[src/rtl/pcl_pkg.sv]
// Package for the command line parser: transfer types, character codes and keyword table.
`default_nettype none

package pcl_pkg;

   typedef struct packed {
      logic [7:0] line_byte;
      logic       line_end;
   } req_type;

   typedef struct packed {
      logic [3:0]  command_class;
      logic        has_payload;
      logic [7:0]  parameter_count;
      logic [30:0] transaction_id;
      logic [30:0] payload_length;
   } rsp_type;

   localparam logic [7:0]  SPACE_CHAR   = 8'h20;
   localparam logic [7:0]  DIGIT_ZERO   = 8'h30;
   localparam logic [7:0]  DIGIT_NINE   = 8'h39;
   localparam logic [30:0] VALUE_MAX    = 31'h7FFF_FFFF;
   localparam logic [3:0]  CLASS_OTHER  = 4'd0;
   localparam logic [3:0]  CLASS_DIGITS = 4'd14;
   localparam int          NUM_KEYWORDS = 13;

   // keywords packed first character in the low byte, unused bytes zero
   localparam logic [31:0] KEYWORDS [NUM_KEYWORDS] = '{
      32'h004C_4441,   // ADL
      32'h0046_4347,   // GCF
      32'h0000_4753,   // SG
      32'h0047_534D,   // MSG
      32'h004C_4D52,   // RML
      32'h0058_4255,   // UBX
      32'h004E_4255,   // UBN
      32'h004D_5555,   // UUM
      32'h004D_4255,   // UBM
      32'h0059_5146,   // FQY
      32'h004E_5555,   // UUN
      32'h0058_5555,   // UUX
      32'h0047_5049    // IPG
   };

endpackage

`default_nettype wire

[src/rtl/protocol_command_line_parser.sv]
// Command line parser top level: splits a byte stream into command word and parameters.
// Result: registered in the output register, or in the skid slot while that one is full.
// Throughput: one byte per cycle while the skid slot is empty; the byte update and the line
//    summary are one pass of logic between the line state registers and the output register.
// Reset: synchronous, active high; clears the line state and both output slots.
`default_nettype none

module protocol_command_line_parser #(
   parameter int MAX_PARAMS = 255
) (
   input  wire logic             clock,
   input  wire logic             reset,
   input  wire logic             req_valid,
   output      logic             req_stall,
   input  wire pcl_pkg::req_type req_data,
   output      logic             rsp_valid,
   input  wire logic             rsp_stall,
   output      pcl_pkg::rsp_type rsp_data
);
   import pcl_pkg::*;

   // field counter holds 0 (command word) up to MAX_PARAMS + 1, where it sticks
   localparam int FW      = $clog2(MAX_PARAMS + 2);
   localparam int CAP     = (MAX_PARAMS < 255) ? MAX_PARAMS : 255;
   localparam int FIELD_TOP = MAX_PARAMS + 1;

   // ---------------------------------------------------------------
   // Line state
   // ---------------------------------------------------------------
   logic [FW-1:0] field_number_ff, field_number_in;
   logic [31:0]   command_chars_ff, command_chars_in;
   logic [2:0]    command_length_ff, command_length_in;
   logic          command_all_digits_ff, command_all_digits_in;
   logic [30:0]   first_value_ff, first_value_in;
   logic          first_numeric_ff, first_numeric_in;
   logic [30:0]   current_value_ff, current_value_in;
   logic          current_numeric_ff, current_numeric_in;

   // output register plus a skid slot, so a single waiting result does not block the next byte
   logic          out_valid_ff, out_valid_in;
   rsp_type       out_data_ff, out_data_in;
   logic          skid_valid_ff, skid_valid_in;
   rsp_type       skid_data_ff, skid_data_in;

   logic          req_fire;
   logic          produce;
   logic          take;
   logic          is_space;
   logic          is_digit;
   logic [34:0]   times_ten;
   logic [30:0]   digit_sum;
   logic          empty_rest;
   logic [3:0]    cls;
   rsp_type       result;

   assign req_stall = skid_valid_ff;
   assign req_fire  = req_valid && !req_stall;
   assign produce   = req_fire && req_data.line_end;
   assign take      = out_valid_ff && !rsp_stall;
   assign rsp_valid = out_valid_ff;
   assign rsp_data  = out_data_ff;

   assign is_space = (req_data.line_byte == SPACE_CHAR);
   assign is_digit = (req_data.line_byte >= DIGIT_ZERO) && (req_data.line_byte <= DIGIT_NINE);

   // value * 10 + digit, saturating
   assign times_ten = {1'b0, current_value_ff, 3'b000} + {3'b000, current_value_ff, 1'b0}
                      + {31'd0, req_data.line_byte[3:0] - DIGIT_ZERO[3:0]};
   assign digit_sum = (times_ten > {4'd0, VALUE_MAX}) ? VALUE_MAX : times_ten[30:0];

   // ---------------------------------------------------------------
   // Per-byte update of the line state
   // ---------------------------------------------------------------
   always_comb begin
      field_number_in       = field_number_ff;
      command_chars_in      = command_chars_ff;
      command_length_in     = command_length_ff;
      command_all_digits_in = command_all_digits_ff;
      first_value_in        = first_value_ff;
      first_numeric_in      = first_numeric_ff;
      current_value_in      = current_value_ff;
      current_numeric_in    = current_numeric_ff;

      if (is_space) begin
         if (field_number_ff == FW'(1)) begin
            first_value_in   = current_value_ff;
            first_numeric_in = current_numeric_ff;
         end
         if (field_number_ff < FW'(FIELD_TOP)) begin
            field_number_in = field_number_ff + FW'(1);
         end
         current_value_in   = '0;
         current_numeric_in = 1'b1;
      end else if (field_number_ff == '0) begin
         if (command_length_ff < 3'd4) begin
            command_chars_in  = command_chars_ff
                                | ({24'd0, req_data.line_byte} << {command_length_ff[1:0], 3'b000});
            command_length_in = command_length_ff + 3'd1;
         end
         if (!is_digit) begin
            command_all_digits_in = 1'b0;
         end
      end else begin
         if (is_digit) begin
            if (current_numeric_ff) begin
               current_value_in = digit_sum;
            end
         end else begin
            current_numeric_in = 1'b0;
            current_value_in   = '0;
         end
      end
   end

   // ---------------------------------------------------------------
   // Line summary, taken from the state as updated by the last byte
   // ---------------------------------------------------------------
   always_comb begin
      cls = command_all_digits_in ? CLASS_DIGITS : CLASS_OTHER;
      // a keyword only ever has one to three characters; later hits lose to earlier
      if ((command_length_in >= 3'd1) && (command_length_in <= 3'd3)) begin
         for (int k = NUM_KEYWORDS - 1; k >= 0; k--) begin
            if (command_chars_in == KEYWORDS[k]) begin
               cls = 4'(k + 1);
            end
         end
      end

      // a single space closing the line leaves an empty rest: no parameters
      empty_rest = (field_number_in == FW'(1)) && is_space;

      result                 = '0;
      result.command_class   = cls;
      result.has_payload     = (cls != CLASS_OTHER);
      if ((field_number_in != '0) && !empty_rest) begin
         result.parameter_count = (field_number_in > FW'(CAP)) ? 8'(CAP)
                                                               : 8'(field_number_in);
         if (field_number_in == FW'(1)) begin
            result.transaction_id = current_numeric_in ? current_value_in : '0;
         end else begin
            result.transaction_id = first_numeric_in ? first_value_in : '0;
         end
         if ((cls != CLASS_OTHER) && current_numeric_in) begin
            result.payload_length = current_value_in;
         end
      end
   end

   // ---------------------------------------------------------------
   // Output slots
   // ---------------------------------------------------------------
   always_comb begin
      out_valid_in  = out_valid_ff;
      out_data_in   = out_data_ff;
      skid_valid_in = skid_valid_ff;
      skid_data_in  = skid_data_ff;
      if (skid_valid_ff) begin
         // input is stalled while the skid slot is full
         if (take) begin
            out_data_in   = skid_data_ff;
            skid_valid_in = 1'b0;
         end
      end else if (produce) begin
         if (!out_valid_ff || take) begin
            out_valid_in = 1'b1;
            out_data_in  = result;
         end else begin
            skid_valid_in = 1'b1;
            skid_data_in  = result;
         end
      end else if (take) begin
         out_valid_in = 1'b0;
      end
   end

   always_ff @(posedge clock) begin
      if (reset || produce) begin
         // each line starts from the reset state
         field_number_ff       <= '0;
         command_chars_ff      <= '0;
         command_length_ff     <= '0;
         command_all_digits_ff <= 1'b1;
         first_value_ff        <= '0;
         first_numeric_ff      <= 1'b1;
         current_value_ff      <= '0;
         current_numeric_ff    <= 1'b1;
      end else if (req_fire) begin
         field_number_ff       <= field_number_in;
         command_chars_ff      <= command_chars_in;
         command_length_ff     <= command_length_in;
         command_all_digits_ff <= command_all_digits_in;
         first_value_ff        <= first_value_in;
         first_numeric_ff      <= first_numeric_in;
         current_value_ff      <= current_value_in;
         current_numeric_ff    <= current_numeric_in;
      end
   end

   always_ff @(posedge clock) begin
      if (reset) begin
         out_valid_ff  <= 1'b0;
         skid_valid_ff <= 1'b0;
      end else begin
         out_valid_ff  <= out_valid_in;
         skid_valid_ff <= skid_valid_in;
      end
      out_data_ff  <= out_data_in;
      skid_data_ff <= skid_data_in;
   end

`ifndef ASSERT_OFF
   // skid slot only fills behind a waiting result
   assert property (@(posedge clock) disable iff (reset)
      skid_valid_ff |-> out_valid_ff)
      else $error("skid slot full with output register empty");

   // after a finished line the output register always holds a result
   assert property (@(posedge clock) disable iff (reset)
      produce |=> out_valid_ff)
      else $error("line end transfer gave no result");

   // line state is back at its start after the last byte
   assert property (@(posedge clock) disable iff (reset)
      produce |=> (field_number_ff == '0) && (command_length_ff == '0))
      else $error("line state not cleared after line end");

   // payload flag follows the class
   assert property (@(posedge clock) disable iff (reset)
      out_valid_ff |-> (out_data_ff.has_payload == (out_data_ff.command_class != CLASS_OTHER)))
      else $error("has_payload inconsistent with command_class");
`endif

endmodule

`default_nettype wire

[config.mk]
export PLATFORM = sky130hd
export DESIGN_NAME = protocol_command_line_parser
export DESIGN_NICKNAME = d
export VERILOG_FILES = /design/src/rtl/pcl_pkg.sv /design/src/rtl/protocol_command_line_parser.sv
export SDC_FILE = /design/constraint.sdc
export NUM_CORES = 1
export LEC_CHECK = 0
export ABC_AREA = 1
export BUFFER_PORTS_ARGS = -buffer_cell sky130_fd_sc_hd__buf_2
export CORE_MARGIN = 2
export CORE_UTILIZATION = 60
export DETAILED_ROUTE_END_ITERATION = 16
export GPL_TIMING_DRIVEN = 0
export PLACE_DENSITY = 0.85
export SYNTH_ARGS = -nofsm -noshare
export SYNTH_HDL_FRONTEND = slang
export SYNTH_SLANG_ARGS = --single-unit
[constraint.sdc]
create_clock -name clock -period 12.8 [get_ports clock]
set_input_delay 2.56 -clock clock [delete_from_list [all_inputs] [get_ports clock]]
set_output_delay 2.56 -clock clock [all_outputs]
set_load 0.02 [all_outputs]
==> impl_results.md, run 1 <==
- Post-CTS Repair Setup Buffers: 0
- Hold depth: 2
- Share of post-route cells with drive strength above 1: between 8 and 9%
- # diodes: 0
- Adder-Cell Fraction of Synth Area: 5.38%
- CP Capture Type: flop
- FFs w/ async S/R, synth: 0%
- P_leak: approximately 0.0085 µW
- Hold_buf cts: 0
- Max IR drop VDD: roughly 0.14 mV
- Inserted Clock Buffers: 27
- Die Y: about 170 µm
- NetSw: 659 µW
- Power per Cell Area: around 120 nW/µm²
- Synth Area per Inst: ~7.2 µm²
- Multiplexer area fraction after synthesis: 0%
- Pre-antenna DRT Iters: 6
- Port Buf Inserts: between 80 and 90
- Net count after synthesis: approximately 2300
- Unique masters post-synth: 41
- GRT Overall Usage: between 30% and 40%
- Initial antenna violation count: 0
- CP Max Fanout: 10
- Routability cong.: 1.00
- Most frequent CP cell: nand2_1
- CTS tree: yes
- Status: completed
- # IOs: 90
- Largest net degree at the start of global routing: 40
- Yosys top cell by area: edfxtp_1
- Hold Startpoint: command_chars_ff[24]$_SDFFE_PP0P_
- Flop pwr share: between 40% and 50%
- CTS clk-pin slew, worst paths: 0.06 ns
- Slew @ Worst Pin: roughly 0.74 ns
- Setup CP Type: in2reg
- Unrepaired setup endpoints after global routing: no
- DRT iter0 DRCs: 2032
- Crit start category: primary input
- Synth Register Bits: about 260
- CP peak stage delay: a little over 0.6 ns
- Area contributors post-synth: edfxtp_1, nand2_1, dfxtp_1
- Internal Pwr Total: 1510 µW
- Setup TNS: 0 ns
- Clock buffer depth: 3
- Global route total overflow: 0
- Finish-stage setup viols: 0
- Fin crit period: approximately 6.3 ns
- Final hold violations: 0
- Hold endpoint: command_chars_ff[24]$_SDFFE_PP0P_
- Clock power frac: a little over a third
- Slew Limit Fails: 0
- Xor and xnor area share after synthesis: approximately 1.5%
- Most numerous cell in the Yosys netlist: nand2_1
- Clk sink count: 261
- DP HPWL: roughly 37000 µm
- Latest clock arrival within the worst-skew pair: between 0.5 and 0.6 ns
- Largest family of logic cells by synthesized area: simple AND/OR/NAND/NOR gates
- Critical path's top delay family: simple AND/OR/NAND/NOR gates
- Syn Inst Count: 2215
- Power Total: between 2000 and 2500 µW
- RR Endpoint: rsp_data[58]$_DFFE_PP_
- FF-to-FF Start: current_value_ff[0]$_SDFFE_PP0P_
- Main synth FF type: edfxtp_1
- Initial Util: about three fifths
- Worst Skew: ~0.018 ns
- Area share of the largest cell type after synthesis: between 20% and 30%
- Synth top cells by count: nand2_1, nor2_1, inv_1
- Critical path arrival: around 6.6 ns
- Seq/Total Area, Yosys: a little over two fifths
- Relative slew slack: 50.5%
- Post-synthesis compound-gate area fraction: between 10 and 15%
- Number of flops mapped to enable cells by yosys: 150
- Area delta synth->final: 11.6%
- # resized after CTS: 0
- DRC Markers: 0
- Flop-to-flop setup slack: around 8.3 ns
- Core Footprint: approximately 26000 µm²
- Critical Path, Cell by Cell: buf_2 > inv_2 > fa_1 > inv_1 > ha_1 > nand3_1 > nand2_1 > a21oi_1 > o21ai_1 > nand2_1 > o21ai_1 > xor2_1 > nor2_2 > nand2_1 > buf_2 > o21ai_0 > nand2_1 > nand2_1 > a21oi_1 > nand2_1 > nand2_1
- Synth Cell Area: 15900 µm²
- Final worst-path cycle share: between 40% and 50%
- Routed wire per std cell: 17.9 µm
- Root buffer cell: clkbuf_16
- CP bufs+invs: 4
- Die Area: 27800 µm²
- Max_cap viols: 0
- Sw frac: between 30% and 40%
- Vias in the first global route: roughly 15000
- Final wirelength: just under 50000 µm
- Die Span X: about 170 µm
- Vias per cell: 5.86
- Logic pwr share: 19.8%
- FMAX: approximately 0.16 GHz
- Final net count: 2417
- Worst hold path class: reg2reg
- Worst Reg-to-Reg Cells: 20
- Synth Area in Simple Gates: 27.4%
- Htree depth: 1
- Critical path required time: 13.09 ns
- CP max-delay cell: fa_1
- Ys Warns: 0
- Global-route wire length before repair: between 70000 and 80000 µm
- ANT nets after route: 0
- Num rows: a little under 60
- Via count: about 16000
power groups by stage:
stage	Clock [µW]	Combinational (µW)	Sequential (µW)
floorplan	0	272	976
global placement	0	399	962
detailed placement	0	413	962
CTS	787	418	944
global route	822	468	947
finish	791	429	945
sequential cells by signal, indices dropped and copies added (netlist names), 3 cells and up:
signal	cells
command_length_ff	3
first_value_ff	31
current_value_ff	31
skid_data_ff	75
rsp_data	75
command_chars_ff	32
field_number_ff	9
cell families (layout without fill, tap and decap cells):
logic type	after synthesis	in the layout
buffers and inverters	352	493
xor gates and xnor gates	28	28
AOI/OAI and AO/OA	434	434
adders and majority gates	67	67
DFF	261	261
and+or+nand+nor	1073	1073
per-layer routing:
metal | vias to the layer above | wire length, µm | GRT usage [%]
met5 | - | 0 | 0
met4 | 0 | 1180 | 8.40
met3 | 105 | 5270 | 5.06
met2 | 906 | 21200 | 54.7
met1 | 7247 | 20400 | 48.2
li1 | 7511 | - | -
worst max-delay path by stage:
stage	start	endpoint	slack, ns	cells past startpoint
after floorplan	req_valid	rsp_data[0]$_DFFE_PP_	6.14	6
after global placement	req_valid	skid_data_ff[15]$_DFFE_PP_	4.83	5
after detailed placement	req_data[4]	rsp_data[57]$_DFFE_PP_	6.10	23
after CTS	req_data[4]	rsp_data[57]$_DFFE_PP_	6.62	21
after global routing	req_data[4]	rsp_data[44]$_DFFE_PP_	6.19	23
final	req_data[4]	rsp_data[58]$_DFFE_PP_	6.48	21
worst register-to-register path, cell delays in order (launching register included):
cell     delay (ns)
dfxtp_1        0.37
inv_1          0.12
fa_1           0.59
inv_1          0.06
ha_1           0.28
nand3_1        0.08
nand2_1        0.09
a21oi_1        0.36
o21ai_1        0.22
nand2_1        0.19
o21ai_1        0.11
xor2_1         0.16
nor2_2         0.35
nand2_1        0.20
buf_2          0.23
o21ai_0        0.26
nand2_1        0.19
nand2_1        0.13
a21oi_1        0.11
nand2_1        0.11
nand2_1        0.08
placed cells by master (no fill, tap or decap), types with 24 or more instances in the layout:
master	instances
a211oi_1	24
a21oi_1	196
buf_2	104
clkbuf_1	80
clkbuf_16	27
dfxtp_1	111
edfxtp_1	150
ha_1	65
inv_1	239
nand2_1	668
nand3_1	70
nand4_1	43
nor2_1	239
o21ai_0	173
xor2_1	27
area by class of cell:
type / count / area [µm²]
fill: 2134 / 8270
multi-input combinational: 1602 / 7770
sequential: 261 / 6730
inverter: 247 / 927
clock buffer: 35 / 726
timing repair buffer: 93 / 533
buffer: 105 / 458
tap: 335 / 419
clock inverter: 13 / 149
stage by stage:
stage,setup slack [ns],util (%),instance area (µm²),cells,hold slack [ns]
3_3_place_gp,4.83,64.4,16700,2639,0.446
3_5_place_dp,6.10,64.8,16800,2643,0.451
4_1_cts,6.62,68.2,17700,2691,0.460
2_1_floorplan,6.14,-,15900,2215,0.431
6_report,6.48,68.2,17700,2691,0.459
5_1_grt,6.19,68.2,17700,2691,0.482
Note: power is estimated with default switching activity, not from simulation.
==> inputs of run 2 (changes only) <==
Settings changed: CORE_UTILIZATION 60 to 56, PLACE_DENSITY 0.85 to 0.83.
Clock period 12.8 ns to 5.35 ns, I/O delays scaled along.
==> run 2 against run 1 <==
  * Non-clock buffer count is the same
  * Via count shrank 0.89%
  * Global-route usage shrank 2.5 points
  * Sequential cell count is the same
  * First-iteration DRC count shrank 4.9%
  * Cell count grew 1.6%
  * Critical endpoint is now rsp_data[52]$_DFFE_PP_
==> impl_results.md, run 2 (synthesis results as in run 1) <==
- Status: completed
- ANT nets after route: 0
- Slew @ Worst Pin: 0.769 ns
- Final worst-path cycle share: approximately nine tenths
- Hold depth: 2
- Slew Limit Fails: 0
- # diodes: 0
- Area of the multi-input gates: just under 8000 µm²
- CP peak stage delay: 0.53 ns
- Area delta synth->final: 12.1%
- DP HPWL: about 35000 µm
- Die Span X: approximately 170 µm
- Inserted Clock Buffers: 27
- Worst Skew: between 0.008 and 0.009 ns
- GRT Overall Usage: between 30% and 40%
- Post-CTS Repair Setup Buffers: 0
- FMAX: approximately 0.21 GHz
- Power Total: between 5000 and 6000 µW
- Unrepaired setup endpoints after global routing: no
- Final hold violations: 0
- CP Capture Type: flop
- Routed wire per std cell: 17.0 µm
- CP Max Fanout: 10
- CTS clk-pin slew, worst paths: roughly 0.06 ns
- NetSw: 1580 µW
- Critical Path, Cell by Cell: buf_2 > inv_2 > fa_1 > fa_1 > o21ai_1 > a21oi_1 > o21ai_1 > nand2_1 > nand2_1 > xor2_1 > nor2_2 > nand2_1 > buf_2 > o21ai_0 > nand2_1 > nand2_1 > a21oi_1 > nand2_1 > nand2_1
- Root buffer cell: clkbuf_16
- Core Footprint: about 28000 µm²
- Initial Util: 57.0%
- Num rows: 61
- Latest clock arrival within the worst-skew pair: about 0.54 ns
- Critical path arrival: ~5.1 ns
- Setup TNS: 0 ns
- RR Endpoint: rsp_data[52]$_DFFE_PP_
- Sw frac: 30.3%
- CP max-delay cell: fa_1
- Die Y: roughly 170 µm
- Clock buffer depth: 3
- Most common cell after layout, fill and taps aside: nand2_1
- Post-Place Cells: approximately 2700
- Global route total overflow: 0
- Hold_buf cts: 0
- P_leak: approximately 0.0085 µW
- Internal Pwr Total: 3640 µW
- Worst hold path class: reg2reg
- Die Area: 29700 µm²
- Crit start category: primary input
- Flop pwr share: about 43%
- Finish-stage setup viols: 0
- Most frequent CP cell: nand2_1
- Fin crit period: around 4.8 ns
- Power per Cell Area: just under 300 nW/µm²
- # resized after CTS: 0
- DRC Markers: 0
- Routability cong.: slightly below 1
- Final net count: approximately 2400
- Vias in the first global route: 14400
- Largest net degree at the start of global routing: 39
- Logic pwr share: between 15 and 20%
- Final wirelength: 46600 µm
- Most frequent cells in the layout: nand2_1, inv_1, nor2_1
- Setup CP Type: in2reg
- Clk sink count: 261
- CTS tree: yes
- Pre-antenna DRT Iters: 6
- DRT iter0 DRCs: between 1500 and 2000
- Share of post-route cells with drive strength above 1: 8.27%
- Worst Reg-to-Reg Cells: 18
- Max IR drop VDD: 0.227 mV
- FF-to-FF Start: current_value_ff[0]$_SDFFE_PP0P_
- Clock power frac: between 30 and 40%
- Initial antenna violation count: 0
- Via count: 15600
- Flop-to-flop setup slack: between 0.8 and 0.9 ns
- Relative slew slack: approximately 49%
- Global-route wire length before repair: approximately 74000 µm
- Hold endpoint: command_chars_ff[30]$_SDFFE_PP0P_
- Hold Startpoint: command_chars_ff[30]$_SDFFE_PP0P_
- Reg area: 6730 µm²
- Critical path required time: 5.63 ns
- # IOs: 90
- Max_cap viols: 0
- Port Buf Inserts: a little under 90
- Htree depth: 1
- Post-Layout Cell Count: between 2000 and 3000
- Filler instances: approximately 2400
- Vias per cell: between 5 and 6
-- run 2: critical path, delay by kind of cell --
family | cells | cell delay, ns
buffers and inverters | 3 | 0.48
AO/OA/AOI/OAI | 5 | 1.22
XOR/XNOR | 1 | 0.08
AND/OR/NAND/NOR | 8 | 1.23
adder cells (fa/ha/maj) | 2 | 1.01
-- run 2: power by group through the flow --
stage          combinational (µW)  clock (µW)  sequential, µW
2_1_floorplan                 652           0            2340
3_3_place_gp                  957           0            2300
3_5_place_dp                  987           0            2300
4_1_cts                       995        1940            2260
5_1_grt                      1130        2020            2260
6_report                     1020        1940            2260
-- run 2: routing by layer --
metal	routed length [µm]	part of all wire [%]	global-route usage, %
met2	20600	44	50.0
met3	5090	11	5.56
met1	19700	42	44.3
met5	0	0	0
met4	1160	2.5	8.18
-- run 2: cell type report --
cell class,count,share of cell area [%]
multi-input cells,1602,43.7
repair buffers,93,3.00
clock buffers,35,4.02
flip-flops and latches,261,37.8
clock inverters,14,1.02
plain buffers,105,2.57
inverters,247,5.21
well taps,378,2.66
-- run 2: worst max-delay path by stage --
stage                 from                    endpoint  slack [ns]
4_1_cts        req_data[4]      rsp_data[52]$_DFFE_PP_        0.66
6_report       req_data[4]      rsp_data[52]$_DFFE_PP_        0.54
2_1_floorplan    req_valid       rsp_data[0]$_DFFE_PP_        0.18
5_1_grt        req_data[4]      rsp_data[58]$_DFFE_PP_        0.25
3_3_place_gp     req_valid  skid_data_ff[15]$_DFFE_PP_       -1.23
3_5_place_dp   req_data[4]      rsp_data[52]$_DFFE_PP_         0.1
-- run 2: stage by stage --
| step | utilization, % | cell area, µm² | worst slack (ns) | hold WS (ns) |
|---|---|---|---|---|
| after floorplan | - | 15900 | 0.182 | 0.431 |
| after global placement | 60.3 | 16800 | -1.23 | 0.445 |
| after detailed placement | 60.6 | 16900 | 0.0971 | 0.449 |
| after CTS | 63.8 | 17800 | 0.657 | 0.458 |
| after global routing | 63.8 | 17800 | 0.249 | 0.487 |
| final | 63.8 | 17800 | 0.543 | 0.460 |
